$ cat src/hw/rtl/sdtq_pkg.sv
// ---------------------------------------------------------------------------
// sdtq_pkg
// Shared constants, types and helpers for the sorted delay task queue.
// ---------------------------------------------------------------------------
package sdtq_pkg;

    // Queue geometry
    localparam int QUEUE_DEPTH = 64;
    localparam int ADDR_W      = (QUEUE_DEPTH > 1) ? $clog2(QUEUE_DEPTH) : 1;
    localparam int CNT_W       = $clog2(QUEUE_DEPTH + 1);
    localparam int TICK_W      = 32;
    localparam int HANDLE_W    = 16;

    // Request command codes
    localparam logic CMD_TICK     = 1'b0;
    localparam logic CMD_SCHEDULE = 1'b1;

    // Result kind codes
    localparam logic KIND_ANSWER = 1'b0;
    localparam logic KIND_FIRED  = 1'b1;

    // One stored queue entry
    typedef struct packed {
        logic [TICK_W-1:0]   deadline;
        logic [HANDLE_W-1:0] handle;
    } entry_t;

    // Entry memory access from the sequencer
    typedef struct packed {
        logic              wr_en;
        logic [ADDR_W-1:0] wr_addr;
        entry_t            wr_data;
        logic              rd_en;
        logic [ADDR_W-1:0] rd_addr;
    } ram_req_t;

    // Result handed to the output register
    typedef struct packed {
        logic                push;
        logic                kind;
        logic                accepted;
        logic [HANDLE_W-1:0] handle;
        logic                last;
    } res_t;

    // Physical slot of logical position off in the ring starting at base
    function automatic logic [ADDR_W-1:0] wrap_addr(
        input logic [ADDR_W-1:0] base,
        input logic [CNT_W-1:0]  off
    );
        logic [CNT_W:0] sum;
        sum = {{(CNT_W + 1 - ADDR_W){1'b0}}, base} + {1'b0, off};
        if (sum >= (CNT_W + 1)'(QUEUE_DEPTH))
        begin
            sum = sum - (CNT_W + 1)'(QUEUE_DEPTH);
        end
        return sum[ADDR_W-1:0];
    endfunction

endpackage

$ cat src/hw/rtl/sdtq_ram.sv
// ---------------------------------------------------------------------------
// sdtq_ram
// Entry store: one write port and one registered read port.
// ---------------------------------------------------------------------------
module sdtq_ram (
    input  logic               clk,
    input  sdtq_pkg::ram_req_t req,
    output sdtq_pkg::entry_t   rd_data
);

    sdtq_pkg::entry_t mem [sdtq_pkg::QUEUE_DEPTH];
    sdtq_pkg::entry_t rd_data_reg;

    // Write port
    always_ff @(posedge clk)
    begin
        if (req.wr_en)
        begin
            mem[req.wr_addr] <= req.wr_data;
        end
    end

    // Read port, data held until the next read
    always_ff @(posedge clk)
    begin
        if (req.rd_en)
        begin
            rd_data_reg <= mem[req.rd_addr];
        end
    end

    assign rd_data = rd_data_reg;

endmodule

$ cat src/hw/rtl/sdtq_seq.sv
// ---------------------------------------------------------------------------
// sdtq_seq
// Sequencer: walks the ring of entries with one shared deadline comparator,
// inserting on schedule requests and draining due entries on tick requests.
// ---------------------------------------------------------------------------
module sdtq_seq (
    input  logic                              clk,
    input  logic                              rst_n,
    input  logic                              cmd_valid,
    output logic                              cmd_stall,
    input  logic                              command,
    input  logic [sdtq_pkg::TICK_W-1:0]       delay_ticks,
    input  logic [sdtq_pkg::HANDLE_W-1:0]     task_handle,
    input  logic                              res_ready,
    output sdtq_pkg::res_t                    res,
    output sdtq_pkg::ram_req_t                ram_req,
    input  sdtq_pkg::entry_t                  ram_rd_data
);

    typedef enum logic [9:0] {
        S_IDLE     = 10'b00_0000_0001,
        S_FIND_RD  = 10'b00_0000_0010,
        S_FIND_CMP = 10'b00_0000_0100,
        S_SHIFT_RD = 10'b00_0000_1000,
        S_SHIFT_WR = 10'b00_0001_0000,
        S_PUT      = 10'b00_0010_0000,
        S_ANSWER   = 10'b00_0100_0000,
        S_TICK_RD  = 10'b00_1000_0000,
        S_TICK_CMP = 10'b01_0000_0000,
        S_TICK_END = 10'b10_0000_0000
    } state_t;

    state_t                              state_reg, state_next;
    logic [sdtq_pkg::TICK_W-1:0]         tick_reg, tick_next;
    logic [sdtq_pkg::ADDR_W-1:0]         head_reg, head_next;
    logic [sdtq_pkg::CNT_W-1:0]          count_reg, count_next;
    logic [sdtq_pkg::CNT_W-1:0]          idx_reg, idx_next;
    logic [sdtq_pkg::CNT_W-1:0]          pos_reg, pos_next;
    logic [sdtq_pkg::TICK_W-1:0]         deadline_reg, deadline_next;
    logic [sdtq_pkg::HANDLE_W-1:0]       handle_reg, handle_next;
    logic                                acc_reg, acc_next;
    logic                                pend_reg, pend_next;

    logic [sdtq_pkg::TICK_W-1:0]         cmp_a;
    logic [sdtq_pkg::TICK_W-1:0]         cmp_b;
    logic                                cmp_le;
    logic                                take;

    assign cmd_stall = (state_reg != S_IDLE);
    assign take      = cmd_valid && (state_reg == S_IDLE);

    // Shared comparator: new deadline vs entry while searching,
    // entry deadline vs tick while draining
    always_comb
    begin
        if (state_reg == S_FIND_CMP)
        begin
            cmp_a = deadline_reg;
            cmp_b = ram_rd_data.deadline;
        end
        else
        begin
            cmp_a = ram_rd_data.deadline;
            cmp_b = tick_reg;
        end
    end
    assign cmp_le = (cmp_a <= cmp_b);

    // Next-state logic
    always_comb
    begin
        state_next    = state_reg;
        tick_next     = tick_reg;
        head_next     = head_reg;
        count_next    = count_reg;
        idx_next      = idx_reg;
        pos_next      = pos_reg;
        deadline_next = deadline_reg;
        handle_next   = handle_reg;
        acc_next      = acc_reg;
        pend_next     = pend_reg;
        res           = '0;
        ram_req       = '0;

        unique case (state_reg)
            S_IDLE:
            begin
                if (take)
                begin
                    deadline_next = tick_reg + delay_ticks;
                    handle_next   = task_handle;
                    idx_next      = '0;
                    if (command == sdtq_pkg::CMD_SCHEDULE)
                    begin
                        if (count_reg == sdtq_pkg::CNT_W'(sdtq_pkg::QUEUE_DEPTH))
                        begin
                            acc_next   = 1'b0;
                            state_next = S_ANSWER;
                        end
                        else if (count_reg == '0)
                        begin
                            pos_next   = '0;
                            state_next = S_PUT;
                        end
                        else
                        begin
                            state_next = S_FIND_RD;
                        end
                    end
                    else
                    begin
                        tick_next  = tick_reg + 1'b1;
                        pend_next  = 1'b0;
                        state_next = (count_reg == '0) ? S_IDLE : S_TICK_RD;
                    end
                end
            end

            // Search for the first entry not earlier than the new deadline
            S_FIND_RD:
            begin
                ram_req.rd_en   = 1'b1;
                ram_req.rd_addr = sdtq_pkg::wrap_addr(head_reg, idx_reg);
                state_next      = S_FIND_CMP;
            end

            S_FIND_CMP:
            begin
                if (cmp_le)
                begin
                    pos_next   = idx_reg;
                    idx_next   = count_reg;
                    state_next = S_SHIFT_RD;
                end
                else if (idx_reg + 1'b1 == count_reg)
                begin
                    pos_next   = count_reg;
                    state_next = S_PUT;
                end
                else
                begin
                    idx_next   = idx_reg + 1'b1;
                    state_next = S_FIND_RD;
                end
            end

            // Move entries one slot toward the tail, from the tail down
            S_SHIFT_RD:
            begin
                if (idx_reg == pos_reg)
                begin
                    state_next = S_PUT;
                end
                else
                begin
                    ram_req.rd_en   = 1'b1;
                    ram_req.rd_addr = sdtq_pkg::wrap_addr(head_reg, idx_reg - 1'b1);
                    state_next      = S_SHIFT_WR;
                end
            end

            S_SHIFT_WR:
            begin
                ram_req.wr_en   = 1'b1;
                ram_req.wr_addr = sdtq_pkg::wrap_addr(head_reg, idx_reg);
                ram_req.wr_data = ram_rd_data;
                idx_next        = idx_reg - 1'b1;
                state_next      = S_SHIFT_RD;
            end

            S_PUT:
            begin
                ram_req.wr_en            = 1'b1;
                ram_req.wr_addr          = sdtq_pkg::wrap_addr(head_reg, pos_reg);
                ram_req.wr_data.deadline = deadline_reg;
                ram_req.wr_data.handle   = handle_reg;
                count_next               = count_reg + 1'b1;
                acc_next                 = 1'b1;
                state_next               = S_ANSWER;
            end

            S_ANSWER:
            begin
                if (res_ready)
                begin
                    res.push     = 1'b1;
                    res.kind     = sdtq_pkg::KIND_ANSWER;
                    res.accepted = acc_reg;
                    res.last     = 1'b1;
                    state_next   = S_IDLE;
                end
            end

            // Drain due entries from the head
            S_TICK_RD:
            begin
                ram_req.rd_en   = 1'b1;
                ram_req.rd_addr = head_reg;
                state_next      = S_TICK_CMP;
            end

            S_TICK_CMP:
            begin
                if (!cmp_le)
                begin
                    state_next = S_TICK_END;
                end
                else if ((ram_rd_data.handle != '0) && pend_reg && !res_ready)
                begin
                    // Held handle still waiting for the output slot
                    state_next = S_TICK_CMP;
                end
                else
                begin
                    if (ram_rd_data.handle != '0)
                    begin
                        // Older held handle is known not to be the last one
                        if (pend_reg)
                        begin
                            res.push   = 1'b1;
                            res.kind   = sdtq_pkg::KIND_FIRED;
                            res.handle = handle_reg;
                        end
                        handle_next = ram_rd_data.handle;
                        pend_next   = 1'b1;
                    end
                    head_next  = sdtq_pkg::wrap_addr(head_reg, sdtq_pkg::CNT_W'(1));
                    count_next = count_reg - 1'b1;
                    state_next = (count_reg == sdtq_pkg::CNT_W'(1)) ? S_TICK_END : S_TICK_RD;
                end
            end

            S_TICK_END:
            begin
                if (!pend_reg)
                begin
                    state_next = S_IDLE;
                end
                else if (res_ready)
                begin
                    res.push   = 1'b1;
                    res.kind   = sdtq_pkg::KIND_FIRED;
                    res.handle = handle_reg;
                    res.last   = 1'b1;
                    pend_next  = 1'b0;
                    state_next = S_IDLE;
                end
            end

            default:
            begin
                state_next = S_IDLE;
            end
        endcase
    end

    // Control state
    always_ff @(posedge clk or negedge rst_n)
    begin
        if (!rst_n)
        begin
            state_reg <= S_IDLE;
            tick_reg  <= '0;
            head_reg  <= '0;
            count_reg <= '0;
            pend_reg  <= 1'b0;
        end
        else
        begin
            state_reg <= state_next;
            tick_reg  <= tick_next;
            head_reg  <= head_next;
            count_reg <= count_next;
            pend_reg  <= pend_next;
        end
    end

    // Working registers
    always_ff @(posedge clk)
    begin
        idx_reg      <= idx_next;
        pos_reg      <= pos_next;
        deadline_reg <= deadline_next;
        handle_reg   <= handle_next;
        acc_reg      <= acc_next;
    end

endmodule

$ cat src/hw/rtl/sorted_delay_task_queue.sv
// ---------------------------------------------------------------------------
// sorted_delay_task_queue
// Deadline-ordered task queue: schedule requests insert in order (refused when full), tick
// requests advance time and report every due task that has a nonzero handle.
// ---------------------------------------------------------------------------
// Time between accepted requests is set by the single-port entry memory walk.
// Schedule: entries are compared from the head to the first one not earlier than the new
//   deadline, later ones move one slot toward the tail, or it is appended; full: refused.
// Tick: a non-empty queue is read from the head, removing due entries until one is not
//   yet due or none is left; both wait while the output register is stalled.
// One request at a time; cmd_stall is high until the request completes.
// Reset: tick count zero and queue empty at once; entry memory not cleared.
// ---------------------------------------------------------------------------
module sorted_delay_task_queue (
    input  logic                          clk,
    input  logic                          rst_n,
    input  logic                          cmd_valid,
    output logic                          cmd_stall,
    input  logic                          command,
    input  logic [sdtq_pkg::TICK_W-1:0]   delay_ticks,
    input  logic [sdtq_pkg::HANDLE_W-1:0] task_handle,
    output logic                          res_valid,
    input  logic                          res_stall,
    output logic                          kind,
    output logic                          accepted,
    output logic [sdtq_pkg::HANDLE_W-1:0] fired_handle,
    output logic                          last
);

    sdtq_pkg::ram_req_t            ram_req;
    sdtq_pkg::entry_t              ram_rd_data;
    sdtq_pkg::res_t                res;
    logic                          res_ready;
    logic                          valid_reg, valid_next;
    logic                          kind_reg;
    logic                          accepted_reg;
    logic [sdtq_pkg::HANDLE_W-1:0] handle_reg;
    logic                          last_reg;

    sdtq_ram u_ram (
        .clk     (clk),
        .req     (ram_req),
        .rd_data (ram_rd_data)
    );

    sdtq_seq u_seq (
        .clk         (clk),
        .rst_n       (rst_n),
        .cmd_valid   (cmd_valid),
        .cmd_stall   (cmd_stall),
        .command     (command),
        .delay_ticks (delay_ticks),
        .task_handle (task_handle),
        .res_ready   (res_ready),
        .res         (res),
        .ram_req     (ram_req),
        .ram_rd_data (ram_rd_data)
    );

    // Output register: free when empty or being taken this cycle
    assign res_ready = !valid_reg || !res_stall;

    always_comb
    begin
        if (res.push)
        begin
            valid_next = 1'b1;
        end
        else if (res_stall)
        begin
            valid_next = valid_reg;
        end
        else
        begin
            valid_next = 1'b0;
        end
    end

    always_ff @(posedge clk or negedge rst_n)
    begin
        if (!rst_n)
        begin
            valid_reg <= 1'b0;
        end
        else
        begin
            valid_reg <= valid_next;
        end
    end

    always_ff @(posedge clk)
    begin
        if (res.push)
        begin
            kind_reg     <= res.kind;
            accepted_reg <= res.accepted;
            handle_reg   <= res.handle;
            last_reg     <= res.last;
        end
    end

    assign res_valid    = valid_reg;
    assign kind         = kind_reg;
    assign accepted     = accepted_reg;
    assign fired_handle = handle_reg;
    assign last         = last_reg;

    // Checks
    a_push_slot_free: assert property (@(posedge clk) disable iff (!rst_n)
        res.push |-> res_ready)
        else $error("result pushed into an occupied output register");

    a_push_shows: assert property (@(posedge clk) disable iff (!rst_n)
        res.push |=> res_valid)
        else $error("pushed result not presented");

    a_idle_no_write: assert property (@(posedge clk) disable iff (!rst_n)
        !cmd_stall |-> !ram_req.wr_en)
        else $error("entry memory written while idle");

    a_answer_last: assert property (@(posedge clk) disable iff (!rst_n)
        (res_valid && (kind == sdtq_pkg::KIND_ANSWER)) |-> (last && (fired_handle == '0)))
        else $error("schedule answer malformed");

    a_fired_handle: assert property (@(posedge clk) disable iff (!rst_n)
        (res_valid && (kind == sdtq_pkg::KIND_FIRED)) |-> ((fired_handle != '0) && !accepted))
        else $error("fired result with zero handle or accepted flag");

endmodule
$ cat config.mk
export PLATFORM = sky130hd
export DESIGN_NAME = sorted_delay_task_queue
export DESIGN_NICKNAME = d
export VERILOG_FILES = /design/src/hw/rtl/sdtq_pkg.sv /design/src/hw/rtl/sdtq_ram.sv /design/src/hw/rtl/sdtq_seq.sv /design/src/hw/rtl/sorted_delay_task_queue.sv
export SDC_FILE = /design/constraint.sdc
export NUM_CORES = 2
export LEC_CHECK = 0
export BUFFER_PORTS_ARGS = -buffer_cell sky130_fd_sc_hd__clkbuf_2
export CORE_UTILIZATION = 40
export DETAILED_ROUTE_END_ITERATION = 16
export PLACE_DENSITY_LB_ADDON = 0.08
export SKIP_LAST_GASP = 1
export SYNTH_ARGS = -nofsm -noshare
export SYNTH_HDL_FRONTEND = slang
export SYNTH_HIERARCHICAL = 1
export SYNTH_SLANG_ARGS = --single-unit
$ cat constraint.sdc
create_clock -name clk -period 10.3 [get_ports clk]
set_input_delay 1.545 -clock clk [delete_from_list [all_inputs] [get_ports clk]]
set_output_delay 1.545 -clock clk [all_outputs]
set_load 0.02 [all_outputs]
# [Yosys cells after proc, flatten, opt, wreduce, memory -nomap -nowiden]
# Memories as Yosys holds them, arrays and structs flattened. A register that Yosys moved wholly into a read port is not among the register bits.
# Index checks and enable logic that the tools add are counted.
[op_classes] bitwise=2 add_sub_neg=14 order_cmp=5 mux=75 reduce_logical=25 eq_ne=27
[ops] op="16-bit two-way mux" n=8
[ops] op="55-bit case mux with 2 select lines" n=1
[ops] op="10-bit case mux with 10 select lines" n=1
[ops] op="10-bit two-way mux" n=9
[ops] op="7-bit two-way mux" n=12
[ops] op="32-bit two-way mux" n=2
[ops] op="16-bit case mux with 2 select lines" n=2
[ops] op="6-bit two-way mux" n=7
[ops] op="7-bit case mux with 3 select lines" n=2
[ops] op="17-bit two-way mux" n=2
[ops] op="32-bit by 1-bit adder with 32-bit output (second input constant)" n=1
[ops] op="32-bit adder" n=1
[ops] op="32-bit less-or-equal comparator" n=1
[ops] op="7-bit case mux with 2 select lines" n=2
[ops] op="6-bit by 7-bit adder with 8-bit output" n=3
[ops] op="8-bit by 7-bit >= comparator with 1-bit output (second input constant)" n=3
[ops] op="6-bit by 1-bit subtractor with 6-bit output (second input constant)" n=4
[ops] op="16-bit nonzero test" n=1
[ops] op="1-bit two-way mux" n=15
[ops] op="7-bit by 1-bit adder with 7-bit output (second input constant)" n=2
[ops] op="7-bit equality test" n=2
[ops] op="7-bit by 1-bit subtractor with 7-bit output (second input constant)" n=2
[ops] op="2-bit two-way mux" n=6
[ops] op="2-bit inequality test (second input constant)" n=6
[ops] op="other kinds (34)" n=53
[word_totals] input_bits=53 reg_bits=139 word_cells=164 mem_bits_rw=3072 mem_count=1 output_inout_bits=21
[mem_list] name="u_ram.mem" depth=64 word_bits=48 rd=1 rd_clocked_by_memory_dff=1 wr=1 line_no="sdtq_ram.sv:11" text="sdtq_pkg::entry_t mem [sdtq_pkg::QUEUE_DEPTH];"

# [Logic depth before layout (Yosys ltp)]
[depth] ltp_word=8 mapped_depth=20 mapped_depth_nobuf=17

# [Hierarchy]
# Netlist, hierarchy kept.
[modules_own_cells] module="sdtq_ram" cells_per_inst=5227 area_per_inst_um2=118357.3 n_inst=1 seq_area_each_um2=93689.9
[modules_own_cells] module="sdtq_seq" cells_per_inst=1111 area_per_inst_um2=9888.2 n_inst=1 seq_area_each_um2=3294.4
[modules_own_cells] module="sorted_delay_task_queue" cells_per_inst=22 area_per_inst_um2=606.8 n_inst=1 seq_area_each_um2=595.6

# [Worst setup path before layout]
# No wires, ideal clock.
[synth_path] kind="register -> register" startpoint="register u_seq.state_reg[6]" endpoint="memory u_ram/mem[42][0] (netlist bit) (enable)" path_buffers=2 setup_time_ns=0.513 path_stages_with_launch=9 synth_period_minus_slack_ns=6.118 arrival_time_ns=5.605 path_slack_ns=4.182 t_required_ns=9.787 cell_sequence="dfrtp_1 -> nor4_4 -> nand3_1 -> or3b_2 -> clkbuf_1 -> o22ai_1 -> clkbuf_1 -> nand4b_1 -> nor3_1"
[synth_rtl] element="start: declaration" line_no="sdtq_seq.sv:33" text="state_t state_reg, state_next;"
[synth_rtl] element="start signal: assignment" line_no="sdtq_seq.sv:270" text="state_reg <= state_next;"
[synth_rtl] element="end: declaration" line_no="sdtq_ram.sv:11"

==> results.cfg <==
[run_status]
status = finished, final reports clean

[floorplan]
rows = 208
die-area_um2 = 324400
start_util = 0.4015
die_h_um = 569.6
die_x_um = 569.6
coreArea_um2 = 320900
io_pins = 74

[global_routing]
antenna_found_initial = 31
grt.overflow.total = 0
grt_usage = 0.2594
grt_max_degree = 108
grt_pass1_vias = 67620
grt_first_pass_wirelength_um = 578000

[routing]
drc = 0
wire_per_inst_um = 37.65
final_antenna_net_count = 0
viasPerCell = 6.098
drtIter0Drc = 8459
vias = 68710
finalWirelength_um = 424100
firstDrtPassIters = 6

[cts]
holdBufCountCts = 0
clock-sinks = 3259
insertion_delay_ns = 0.95
path_clk_slew_ns = 0.06
cts_resized = 0
cts-root-buf = clkbuf_16
htreeDepth = 5
cts_buffers = 358
clockBufferDepth = 4
cts_tree = done
cts_setup_buffers = 0

[critical_path]
path_cells = nor4_4 > nand3_1 > nor3b_1 > nor2b_1 > inv_1 > o221ai_4 > buf_12 > buf_4 > nand2b_4 > o221ai_1 > nor2_1 > a31oi_1 > nor2_1
crit_required_ns = 10.89
cp_common_cell = nor2_1
cp_slowest_cell = a31oi_1
cp-start-kind = register
path_class = register to register
endpoint_kind = register
cp_data_arrival_time_ns = 6.97
worst_path_largest_cell_delay_ns = 0.91
cp_max_fo = 63
r2r_slack_ns = 3.92

[power]
p_sw_frac = 0.2542
powerDensity_nw_per_um2 = 206.4
p_int_mw = 22.55
comb_power_share = 0.098
pwr-share-clk = 0.404
worst_ir_drop_vdd_mv = 0.1372
power_frac_seq = 0.498
leakagePower_nw = 37.43
switching_power_mw = 7.689
p_total_mw = 30.24

[run]
maxCapViolCount = 0

[sta]
tns_ns = 0
final_max_slew_viol_count = 0
slew_headroom = 0.08757
fin_crit_sh = 0.6193
finClkSkew_ns = 0.06363
setup-violations-final = 0
rsz0062_at_grt = false
worstMarginPinSlew_ns = 1.369
clock.fmax_mhz = 156.8
min_period_ns = 6.378
hold_viol_final = 0

[final_layout]
final_util = 0.4566
multi_input_comb_area_um2 = 30140
syn2layout_area_growth_pct = 13.72
final-seq-area_um2 = 97580
drive_above_1_share = 0.2422
fin_area_um2 = 146500
largest_reg_flops = 3072
fin_nets = 6800
nFillCells = 27000

[hold_path]
holdCritPathClass = register to register

[synth]
yosysWarnings = 6
synth_cell_types = 80
ys_seq_area_frac = 0.7573
synth-edff-count = 3202
synthFlopType = edfxtp_1
synthesis.instances = 6360
synthArstFlopShare = 0.01749
syn_nets = 6502
yosys_register_bits = 3259
synth_area_um2 = 128900
avgSynthCellArea_um2 = 20.26

[place]
port_buffers = 73
post-dp-hpwl_um = 239700
place_area_um2 = 135500
gp_congestion = 0.8182
[worst max-delay path, delay by kind of cell, from the launching register on]
kind | cells | cell delay [ns]
flops | 1 | 0.48
compound gates | 3 | 1.62
simple gates | 7 | 2.36
buf+inv | 3 | 1.42
[worst paths after layout]
check,from,endpoint,cells past startpoint
min in group asynchronous,rst_n,u_seq/state_reg[6]$_DFFE_PN0P_,2
worst min-delay path,res_valid$_DFFE_PN0P_,res_valid$_DFFE_PN0P_,1
worst max-delay path,u_seq/state_reg[6]$_DFFE_PN0P_,u_ram/rd_data[17]$_DFFE_PP_,13
worst min register to register,res_valid$_DFFE_PN0P_,res_valid$_DFFE_PN0P_,1
worst max register to register,u_seq/state_reg[6]$_DFFE_PN0P_,u_ram/rd_data[17]$_DFFE_PP_,13
max in group asynchronous,rst_n,u_seq/tick_reg[27]$_DFFE_PN0P_,2
[final cells by class]
cell class | instances | area share
Antenna cell | 16 | 0.0002732
Clock buffer | 450 | 0.06463
Clock inverter | 198 | 0.01064
Inverter | 36 | 0.0009222
Multi-Input combinational cell | 2705 | 0.2057
Sequential cell | 3259 | 0.6659
Tap cell | 4305 | 0.03676
Timing Repair Buffer | 298 | 0.01513
[routing by layer]
layer | wire length (µm) | global-route usage | up-vias | share of wire
li1 | - | - | 27180 | -
met3 | 32580 | 0.04129 | 527 | 0.077
met2 | 199100 | 0.4115 | 2939 | 0.47
met1 | 182100 | 0.3754 | 38060 | 0.43
met4 | 10320 | 0.06370 | 6 | 0.024
met5 | 37 | 0 | - | 0.000087
[power groups by stage]
stage / logic, mW / clock network, mW / registers [mW]
4_1_cts: 2.99 / 12.4 / 15.0
2_1_floorplan: 2.00 / 0 / 15.0
3_3_place_gp: 2.98 / 0 / 15.3
5_1_grt: 3.15 / 12.9 / 15.1
6_report: 2.97 / 12.2 / 15.1
3_5_place_dp: 2.98 / 0 / 15.3
[cell usage after synthesis, types with 64 or more instances]
cell type	number	area share
nand4_1	94	0.0046
clkbuf_1	195	0.0057
o22ai_1	111	0.0054
mux4_2	674	0.12
o221ai_1	81	0.0055
ha_1	85	0.0083
nor2_1	160	0.0047
mux2i_1	242	0.019
buf_2	78	0.0030
nand2_1	313	0.0091
mux2_2	64	0.0056
edfxtp_1	3202	0.75
a22oi_1	85	0.0050
nand3_1	124	0.0048
a21oi_1	71	0.0028
[cell families after synthesis]
family / synth area share
xor gates and xnor gates: 0.007001
adders and majority gates: 0.008875
muxes: 0.1423
AOI/OAI and AO/OA: 0.03567
buffers and inverters: 0.01446
and+or+nand+nor: 0.03441
DFF: 0.7573
[metrics by stage]
step / cells / hold WS, ns / worst slack, ns
2_1_floorplan: 6360 / 0.4786 / 4.182
3_3_place_gp: 10600 / 0.4933 / 4.038
3_5_place_dp: 10600 / 0.5049 / 4.031
4_1_cts: 11250 / 0.5167 / 4.012
5_1_grt: 11250 / 0.5547 / 3.652
6_report: 11270 / 0.5131 / 3.922
[placed cells by master (no fill, tap or decap), types with 73 or more instances in the layout]
cell,synthesis,layout
a22oi_1,85,85
buf_4,33,212
clkbuf_1,195,81
clkbuf_16,0,363
clkbuf_2,1,73
clkinv_1,1,78
edfxtp_1,3202,3202
ha_1,85,85
mux2i_1,242,242
mux4_2,674,674
nand2_1,313,310
nand3_1,124,124
nand4_1,94,94
nor2_1,160,101
o221ai_1,81,79
o22ai_1,111,111
(Power assumes the default switching activity.)
